$ cat config.mk
export PLATFORM = sky130hd
export DESIGN_NAME = directory_entry_filter_sort
export DESIGN_NICKNAME = d
export VERILOG_FILES = /design/src/rtl/core/dfs_pkg.sv /design/src/rtl/core/dfs_filter.sv /design/src/rtl/core/directory_entry_filter_sort.sv
export SDC_FILE = /design/constraint.sdc
export NUM_CORES = 2
export LEC_CHECK = 0
export BUFFER_PORTS_ARGS = -buffer_cell sky130_fd_sc_hd__buf_2
export CAP_MARGIN = 20
export CORE_MARGIN = 8
export CORE_UTILIZATION = 50
export CTS_CLUSTER_DIAMETER = 80
export DETAILED_ROUTE_END_ITERATION = 6
export MAX_ROUTING_LAYER = met4
export PLACE_DENSITY = 0.71
export SETUP_SLACK_MARGIN = 0.15
export SYNTH_ARGS = -nofsm -noshare
export SYNTH_HDL_FRONTEND = slang
export SYNTH_MEMORY_MAX_BITS = 65536
export SYNTH_SLANG_ARGS = --single-unit
$ cat constraint.sdc
create_clock -name clk -period 10.8 [get_ports clk]
set_input_delay 1.08 -clock clk [delete_from_list [all_inputs] [get_ports clk]]
set_output_delay 1.08 -clock clk [all_outputs]
set_load 0.05 [all_outputs]
$ cat src/rtl/core/dfs_pkg.sv
// ----------------------------------------------------------------------------
// dfs_pkg: shared types and constants of the directory entry filter/sort
// Entry record kept in the sort memory, filter result, state encoding and
// the character constants used by the name filter.
// ----------------------------------------------------------------------------
`default_nettype none

package dfs_pkg;

	// default capacity of the entry store
	localparam int MAX_ENTRIES_DEF = 64;

	// characters
	localparam logic [7:0] CH_DOT = 8'h2E;
	localparam logic [7:0] CH_B   = 8'h42;
	localparam logic [7:0] CH_I   = 8'h49;
	localparam logic [7:0] CH_N   = 8'h4E;

	// ".BIN" as it sits in four little-endian name bytes
	localparam logic [31:0] BIN_EXT = {CH_N, CH_I, CH_B, CH_DOT};

	// name length limits
	localparam logic [3:0] NAME_MAX_LEN = 4'd12;
	localparam logic [3:0] DIR_MAX_LEN  = 4'd8;
	localparam logic [3:0] EXT_LEN      = 4'd4;
	localparam logic [3:0] PARENT_LEN   = 4'd2;
	localparam logic [63:0] PARENT_NAME = {48'h0, CH_DOT, CH_DOT};

	// sort groups, lowest first
	localparam logic [1:0] RANK_PARENT = 2'd0;
	localparam logic [1:0] RANK_DIR    = 2'd1;
	localparam logic [1:0] RANK_FILE   = 2'd2;

	// one stored entry
	typedef struct packed {
		logic        dir;
		logic [3:0]  len;
		logic [63:0] name;
	} entry_t;

	// filter decision for the incoming entry
	typedef struct packed {
		logic   keep;
		entry_t entry;
	} filt_t;

	// sequencer states
	typedef enum logic [2:0] {
		S_SCAN,
		S_START,
		S_KEY,
		S_CMP,
		S_PLACE,
		S_EMIT_RD,
		S_EMIT_LD,
		S_EMPTY
	} state_t;

endpackage

`default_nettype wire

$ cat src/rtl/core/dfs_filter.sv
// ----------------------------------------------------------------------------
// dfs_filter: directory entry filter
// Decides whether an incoming entry is stored and builds the stored record:
// file extension stripped, name zero filled past the stored length.
// ----------------------------------------------------------------------------
`default_nettype none

module dfs_filter import dfs_pkg::*; (
	input  logic        is_dir,
	input  logic        is_hidden,
	input  logic [3:0]  name_len,
	input  logic [63:0] name_head,
	input  logic [31:0] name_tail,
	output filt_t       filt
);

	logic [95:0] name_all;
	logic [95:0] name_sh;
	logic [3:0]  ext_base;
	logic        len_ok;
	logic        is_dot;
	logic        is_parent;
	logic        has_dot;
	logic        ext_ok;
	logic        keep_entry;
	logic [3:0]  store_len;
	logic [63:0] name_mask;

	// name checks
	always_comb begin
		name_all  = {name_tail, name_head};
		ext_base  = name_len - EXT_LEN;
		// wraps to a large shift for short names, which yields zero
		name_sh   = name_all >> {ext_base, 3'b000};
		len_ok    = (name_len <= NAME_MAX_LEN);
		is_dot    = is_dir && (name_len == 4'd1) && (name_head[7:0] == CH_DOT);
		is_parent = is_dir && (name_len == PARENT_LEN) &&
			(name_head[15:0] == {CH_DOT, CH_DOT});
		has_dot   = 1'b0;
		for (int i = 0; i < 8; i++) begin
			if ((4'(i) < name_len) && (name_head[8*i +: 8] == CH_DOT))
				has_dot = 1'b1;
		end
		ext_ok    = (name_len > EXT_LEN) && (name_sh[31:0] == BIN_EXT);
	end

	// keep decision, order matters
	always_comb begin
		priority if (!len_ok)
			keep_entry = 1'b0;
		else if (is_dot)
			keep_entry = 1'b0;
		else if (is_parent)
			keep_entry = 1'b1;
		else if (is_hidden)
			keep_entry = 1'b0;
		else if (is_dir)
			keep_entry = (name_len <= DIR_MAX_LEN) && !has_dot;
		else
			keep_entry = ext_ok;
	end

	// stored record
	always_comb begin
		store_len = is_dir ? name_len : ext_base;
		for (int i = 0; i < 8; i++)
			name_mask[8*i +: 8] = (4'(i) < store_len) ? 8'hFF : 8'h00;
		filt.keep       = keep_entry;
		filt.entry.dir  = is_dir;
		filt.entry.len  = store_len;
		filt.entry.name = name_head & name_mask;
	end

endmodule

`default_nettype wire

$ cat src/rtl/core/directory_entry_filter_sort.sv
// ----------------------------------------------------------------------------
// directory_entry_filter_sort: filters directory entries and emits them sorted
// Usage:
//   Input channel (in_valid/in_ready) takes one directory entry per cycle
//   while scanning. Each kept entry is written into a single entry memory.
//   The transfer with last set, or the MAX_ENTRIES-th transfer, ends the scan;
//   in_ready then drops until the last sorted result is loaded for output.
//   Sort: stable insertion sort over the memory (read one entry, shift
//   larger ones up one place). One compare per cycle.
//   Output channel (out_valid/out_ready) then gives one result per cycle,
//   while the receiver takes them, from a registered output stage fed by the registered memory read.
//   A stalled receiver holds the output register and the emit sequence.
//   An empty list gives a single result with entry_valid low.
//   After the last result is loaded into the output register, scanning
//   resumes while that result still waits to be taken.
//   Reset clears the sequencer and counters; the memory is not cleared
//   since only entries below the kept count are read.
// ----------------------------------------------------------------------------
`default_nettype none

module directory_entry_filter_sort import dfs_pkg::*; #(
	parameter int MAX_ENTRIES = MAX_ENTRIES_DEF
) (
	input  logic        clk,
	input  logic        arst_n,
	input  logic        in_valid,
	output logic        in_ready,
	input  logic        is_dir,
	input  logic        is_hidden,
	input  logic [3:0]  name_len,
	input  logic [63:0] name_head,
	input  logic [31:0] name_tail,
	input  logic        last,
	output logic        out_valid,
	input  logic        out_ready,
	output logic        entry_valid,
	output logic        out_is_dir,
	output logic [3:0]  out_len,
	output logic [63:0] out_name,
	output logic        out_last
);

	localparam int IDX_W = $clog2(MAX_ENTRIES);
	localparam int CNT_W = $clog2(MAX_ENTRIES + 1);
	localparam logic [CNT_W-1:0] SCAN_END = CNT_W'(MAX_ENTRIES - 1);

	// rank of a stored entry
	function automatic logic [1:0] rank_of(entry_t e);
		logic [1:0] r;
		if (e.dir && (e.len == PARENT_LEN) && (e.name == PARENT_NAME))
			r = RANK_PARENT;
		else if (e.dir)
			r = RANK_DIR;
		else
			r = RANK_FILE;
		return r;
	endfunction

	// a strictly before b: group, then bytes of common prefix, then length
	function automatic logic goes_before(entry_t a, entry_t b);
		logic [1:0]  ra;
		logic [1:0]  rb;
		logic [3:0]  n;
		logic [63:0] ka;
		logic [63:0] kb;
		logic        res;
		ra = rank_of(a);
		rb = rank_of(b);
		n  = (a.len < b.len) ? a.len : b.len;
		for (int i = 0; i < 8; i++) begin
			ka[63-8*i -: 8] = (4'(i) < n) ? a.name[8*i +: 8] : 8'h00;
			kb[63-8*i -: 8] = (4'(i) < n) ? b.name[8*i +: 8] : 8'h00;
		end
		priority if (ra != rb)
			res = (ra < rb);
		else if (ka != kb)
			res = (ka < kb);
		else
			res = (a.len < b.len);
		return res;
	endfunction

	filt_t            filt;
	state_t           state_q;
	state_t           state_d;
	logic [CNT_W-1:0] kept_q;
	logic [CNT_W-1:0] scanned_q;
	logic [CNT_W-1:0] i_q;
	logic [IDX_W-1:0] j_q;
	logic [IDX_W-1:0] k_q;
	entry_t           key_q;
	entry_t           rdata_q;
	entry_t           mem [MAX_ENTRIES];

	logic             rd_en;
	logic [IDX_W-1:0] rd_addr;
	logic             wr_en;
	logic [IDX_W-1:0] wr_addr;
	entry_t           wr_data;

	logic             in_xfer;
	logic             final_item;
	logic             key_first;
	logic [CNT_W-1:0] i_next;
	logic [CNT_W-1:0] i_m1;
	logic [CNT_W-1:0] k_next;
	logic             sort_done;
	logic             emit_last;
	logic             slot_free;
	logic             out_load;
	logic             out_load_empty;
	logic             out_valid_q;

	dfs_filter u_filter (
		.is_dir    (is_dir),
		.is_hidden (is_hidden),
		.name_len  (name_len),
		.name_head (name_head),
		.name_tail (name_tail),
		.filt      (filt)
	);

	// shared status terms
	assign in_ready   = (state_q == S_SCAN);
	assign in_xfer    = in_valid && in_ready;
	assign final_item = last || (scanned_q == SCAN_END);
	assign key_first  = goes_before(key_q, rdata_q);
	assign i_next     = i_q + CNT_W'(1);
	assign i_m1       = i_q - CNT_W'(1);
	assign k_next     = CNT_W'(k_q) + CNT_W'(1);
	assign sort_done  = (i_next == kept_q);
	assign emit_last  = (k_next == kept_q);
	assign slot_free  = !out_valid_q || out_ready;

	// next state
	always_comb begin
		state_d = state_q;
		unique case (state_q)
			S_SCAN: begin
				if (in_xfer && final_item)
					state_d = S_START;
			end
			S_START: begin
				if (kept_q >= CNT_W'(2))
					state_d = S_KEY;
				else if (kept_q == '0)
					state_d = S_EMPTY;
				else
					state_d = S_EMIT_RD;
			end
			S_KEY: state_d = S_CMP;
			S_CMP: begin
				if (key_first)
					state_d = (j_q == '0) ? S_PLACE : S_CMP;
				else
					state_d = sort_done ? S_EMIT_RD : S_KEY;
			end
			S_PLACE:   state_d = sort_done ? S_EMIT_RD : S_KEY;
			S_EMIT_RD: state_d = S_EMIT_LD;
			S_EMIT_LD: begin
				if (slot_free && emit_last)
					state_d = S_SCAN;
			end
			S_EMPTY: begin
				if (slot_free)
					state_d = S_SCAN;
			end
			default: state_d = S_SCAN;
		endcase
	end

	// memory and output stage control
	// a write in the compare loop lands above the entry read while shifting and
	// below it otherwise, so read and write never hit the same entry in one cycle
	always_comb begin
		rd_en          = 1'b0;
		rd_addr        = '0;
		wr_en          = 1'b0;
		wr_addr        = '0;
		wr_data        = filt.entry;
		out_load       = 1'b0;
		out_load_empty = 1'b0;
		unique case (state_q)
			S_SCAN: begin
				wr_en   = in_xfer && filt.keep;
				wr_addr = kept_q[IDX_W-1:0];
			end
			S_START: begin
				rd_en   = (kept_q >= CNT_W'(2));
				rd_addr = IDX_W'(1);
			end
			S_KEY: begin
				rd_en   = 1'b1;
				rd_addr = i_m1[IDX_W-1:0];
			end
			S_CMP: begin
				wr_en   = 1'b1;
				wr_addr = j_q + IDX_W'(1);
				wr_data = key_first ? rdata_q : key_q;
				if (key_first) begin
					rd_en   = (j_q != '0);
					rd_addr = j_q - IDX_W'(1);
				end else begin
					rd_en   = !sort_done;
					rd_addr = i_next[IDX_W-1:0];
				end
			end
			S_PLACE: begin
				wr_en   = 1'b1;
				wr_addr = '0;
				wr_data = key_q;
				rd_en   = !sort_done;
				rd_addr = i_next[IDX_W-1:0];
			end
			S_EMIT_RD: begin
				rd_en   = 1'b1;
				rd_addr = k_q;
			end
			S_EMIT_LD: begin
				out_load = slot_free;
				rd_en    = slot_free && !emit_last;
				rd_addr  = k_next[IDX_W-1:0];
			end
			S_EMPTY: out_load_empty = slot_free;
			default: ;
		endcase
	end

	// entry memory, one write and one registered read port
	always_ff @(posedge clk) begin
		if (wr_en)
			mem[wr_addr] <= wr_data;
		if (rd_en)
			rdata_q <= mem[rd_addr];
	end

	// sequencer and counters
	always_ff @(posedge clk or negedge arst_n) begin
		if (!arst_n) begin
			state_q     <= S_SCAN;
			kept_q      <= '0;
			scanned_q   <= '0;
			i_q         <= '0;
			j_q         <= '0;
			k_q         <= '0;
			out_valid_q <= 1'b0;
		end else begin
			state_q <= state_d;
			// scan counters
			if (state_q == S_SCAN && in_xfer) begin
				scanned_q <= final_item ? '0 : scanned_q + CNT_W'(1);
				if (filt.keep)
					kept_q <= kept_q + CNT_W'(1);
			end
			if ((state_q == S_EMIT_LD && out_load && emit_last) || out_load_empty)
				kept_q <= '0;
			// sort indexes
			if (state_q == S_START)
				i_q <= CNT_W'(1);
			else if ((state_q == S_CMP && !key_first) || state_q == S_PLACE)
				i_q <= i_next;
			if (state_q == S_KEY)
				j_q <= i_m1[IDX_W-1:0];
			else if (state_q == S_CMP && key_first && j_q != '0)
				j_q <= j_q - IDX_W'(1);
			// emit index
			if (state_q == S_SCAN)
				k_q <= '0;
			else if (out_load && !emit_last)
				k_q <= k_next[IDX_W-1:0];
			// output stage valid
			if (out_load || out_load_empty)
				out_valid_q <= 1'b1;
			else if (out_ready)
				out_valid_q <= 1'b0;
		end
	end

	// key register and output payload
	always_ff @(posedge clk) begin
		if (state_q == S_KEY)
			key_q <= rdata_q;
		if (out_load) begin
			entry_valid <= 1'b1;
			out_is_dir  <= rdata_q.dir;
			out_len     <= rdata_q.len;
			out_name    <= rdata_q.name;
			out_last    <= emit_last;
		end else if (out_load_empty) begin
			entry_valid <= 1'b0;
			out_is_dir  <= 1'b0;
			out_len     <= '0;
			out_name    <= '0;
			out_last    <= 1'b1;
		end
	end

	assign out_valid = out_valid_q;

	// checks
	a_kept_bound: assert property (@(posedge clk) disable iff (!arst_n)
		kept_q <= CNT_W'(MAX_ENTRIES))
		else $error("kept count above capacity");

	a_stop_after_final: assert property (@(posedge clk) disable iff (!arst_n)
		(in_valid && in_ready && final_item) |=> !in_ready)
		else $error("input still taken after end of scan");

	a_j_below_i: assert property (@(posedge clk) disable iff (!arst_n)
		(state_q == S_CMP) |-> (CNT_W'(j_q) < i_q))
		else $error("compare index not below insert index");

	a_sort_in_range: assert property (@(posedge clk) disable iff (!arst_n)
		(state_q == S_KEY) |-> (i_q < kept_q))
		else $error("insert index past kept count");

endmodule

`default_nettype wire

==> results.sh <==
export IMPL_grt_overflow=0
export IMPL_cp_max_fo=69
export IMPL_clk_latency_ns=1.01
export IMPL_cp_required_ns=11.43
export IMPL_fmax_mhz=104
export IMPL_rows=223
export IMPL_cts_buffers_inserted=440
export IMPL_cts_max_level=5
export IMPL_slew_headroom_pct=-0.442
export IMPL_die_width_um=624
export IMPL_r2r_cells=23
export IMPL_worst_slew_pin_slew_ns=1.51
export IMPL_root_buffer="clkbuf_16"
export IMPL_synthesis_nets=12900
export IMPL_grt_max_degree=156
export IMPL_placed_area_um2=193000
export IMPL_async_flop_share_pct=0.794
export IMPL_finalHoldViolCount=0
export IMPL_violations="design-rule violations, max-slew violations"
export IMPL_slew_viol_final=1
export IMPL_netlist_area_um2=185000
export IMPL_nFillCells=27800
export IMPL_fin_skew_ns=0.0983
export IMPL_startpoint_type="flop"
export IMPL_arrival_ns=10.28
export IMPL_ys_seq_elements=4662
export IMPL_num_io_pins=180
export IMPL_ctsHoldBuffers=0
export IMPL_fin_area_um2=207000
export IMPL_final_cell_mix="edfxtp_1 (4,624), nand2_1 (3,042), nand3_1 (862)"
export IMPL_grtUsageTotal_pct=28.6
export IMPL_clock_path_buffers=4
export IMPL_synth_area_per_cell_um2=14.6
export IMPL_num_vias=117000
export IMPL_status="complete, but fails checks"
export IMPL_portBuffers=179
export IMPL_cts_sinks=4662
export IMPL_clkTransAtPathRegs_ns=0.07
export IMPL_drcViolationCount=5
export IMPL_layout_commonest_cell="edfxtp_1"
export IMPL_dr_first_iter_drc_count=17900
export IMPL_syn_to_final_growth_pct=12.1
export IMPL_cts_tree="built"
export IMPL_dieArea_um2=390000
export IMPL_grt_pass1_vias=110000
export IMPL_setup_viol=0
export IMPL_first_pass_iters=7
export IMPL_synth_enable_flop_cells=4624
export IMPL_ys_flop_type="edfxtp_1"
export IMPL_viasPerCell=6.44
export IMPL_layout_drive_gt1_share_pct=9.78
export IMPL_cts_resized=0
export IMPL_fin_crit_sh_pct=89.4
export IMPL_critPathKind="reg -> reg"
export IMPL_grt_pass1_wl_um=792000
export IMPL_crit_path_end_kind="flop"
export IMPL_core_area_um2=369000
export IMPL_synth_cells=12700
export IMPL_cap_viol_max_count=0
export IMPL_dp_final_hpwl_um=284000
export IMPL_rsz0062_at_grt="no"
export IMPL_tns_ns=0
export IMPL_antenna_found_initial=22
export IMPL_postRouteWirelength_um=561000
export IMPL_avgRoutedWirePerCell_um=30.8
export IMPL_gp_congestion=0.939
export IMPL_start_util_pct=50.2
export IMPL_yosys_warnings=0
export IMPL_yosysSeqAreaShare_pct=75.6
export IMPL_die_y_um=624
export IMPL_post_cts_buffers=0
export IMPL_synth_cell_type_count=95
export IMPL_fin_crit_ns=9.66
export IMPL_post_place_ws_ns=1.67
export IMPL_ant_nets=0
export IMPL_setup_slack_ns=1.14
export IMPL_final_nets=13000
export IMPL_hold_class="in -> async"
## cells in the mapped netlist, types with 49 or more instances
library cell  instances  area, um2
a2111oi_0            70        613
nand2_1            3046      11400
a211oi_1            107        803
o221ai_1             69        604
and3_1               83        519
a21oi_1             195        976
nand4_1             104        651
a222oi_1             67        671
a31oi_1             416       2600
o21ai_0              49        245
nor2_1              145        544
clkbuf_1            388       1460
and2_1              132        826
nand3_1             864       4320
buf_2               267       1340
ha_1                 83       1040
edfxtp_1           4624     139000
o22ai_1             142        888
inv_1                95        357
buf_1                65        244
or4_1                73        548
a32oi_1             341       2990
mux2i_1             766       7670
buf_4                55        413
## registers in the layout (all words and copies together) (netlist names)
signal,cells
out_is_dir,1
i_q,7
out_name,64
entry_valid,1
state_q,3
j_q,6
kept_q,7
out_len,4
out_last,1
scanned_q,7
k_q,6
key_q,69
mem,4416
rdata_q,69
out_valid,1
## routing by layer
layer | routed length, um | global-route usage, % | vias up
li1 | - | - | 48800
met1 | 202000 | 37.2 | 58600
met2 | 255000 | 43.3 | 8317
met3 | 75800 | 6.70 | 1605
met4 | 28500 | 12.2 | 0
met5 | 0 | - | -
## logic make-up after synthesis
group | synth area share [%]
xor gates and xnor gates | 0.237
and+or+nand+nor | 10.9
AOI/OAI and AO/OA | 6.37
buffers and inverters | 2.15
DFF | 75.6
adders and majority gates | 0.561
muxes | 4.26
## area by class of cell
| class | count | area (um2) | area share, % |
|---|---|---|---|
| diodes | 34 | 85.1 | 0.0410 |
| clock buffers | 541 | 11500 | 5.55 |
| clock inverters | 270 | 2460 | 1.19 |
| inverters | 97 | 364 | 0.176 |
| multi-input cells | 7128 | 41900 | 20.2 |
| flip-flops and latches | 4662 | 140000 | 67.4 |
| well taps | 4950 | 6190 | 2.99 |
| repair buffers | 525 | 5130 | 2.48 |
## stage by stage
step / util (%) / instances / hold WS, ns
2_1_floorplan: - / 12700 / 0.458
3_3_place_gp: 52.4 / 17400 / 0.444
3_5_place_dp: 52.5 / 17400 / 0.465
4_1_cts: 56.3 / 18200 / 0.184
5_1_grt: 56.3 / 18200 / 0.256
6_report: 56.3 / 18200 / 0.204
## final timing paths
path	from	endpoint	slack [ns]
max	rdata_q[66]	rdata_q[64]	1.14
min	arst_n	scanned_q[2]	0.20
max reg2reg	rdata_q[66]	rdata_q[64]	1.14
min reg2reg	entry_valid	entry_valid	0.48
max in group asynchronous	arst_n	k_q[2]	10.02
min in group clk	last	scanned_q[4]	0.44
## worst max-delay path, cell delays in order, from the launching register on
cell      delay, ns
edfxtp_1       0.50
inv_1          0.21
ha_1           0.22
o21ai_0        0.11
a21oi_1        0.76
nor2_1         0.11
a31oi_1        0.55
nand2b_1       0.44
and2_1         0.30
ha_1           0.30
nand4_1        0.18
nor4_1         0.74
nand3_1        0.31
o311ai_2       0.46
a31oi_1        0.22
o41ai_4        0.16
a21o_4         0.87
buf_12         0.42
buf_4          0.42
mux2i_1        0.15
a32oi_1        0.17
a31oi_1        0.11
or4_1          0.60
a211oi_2       0.84
Power is not shown: default switching activity piles up to over one toggle a cycle in this logic, so the estimate is an artifact.
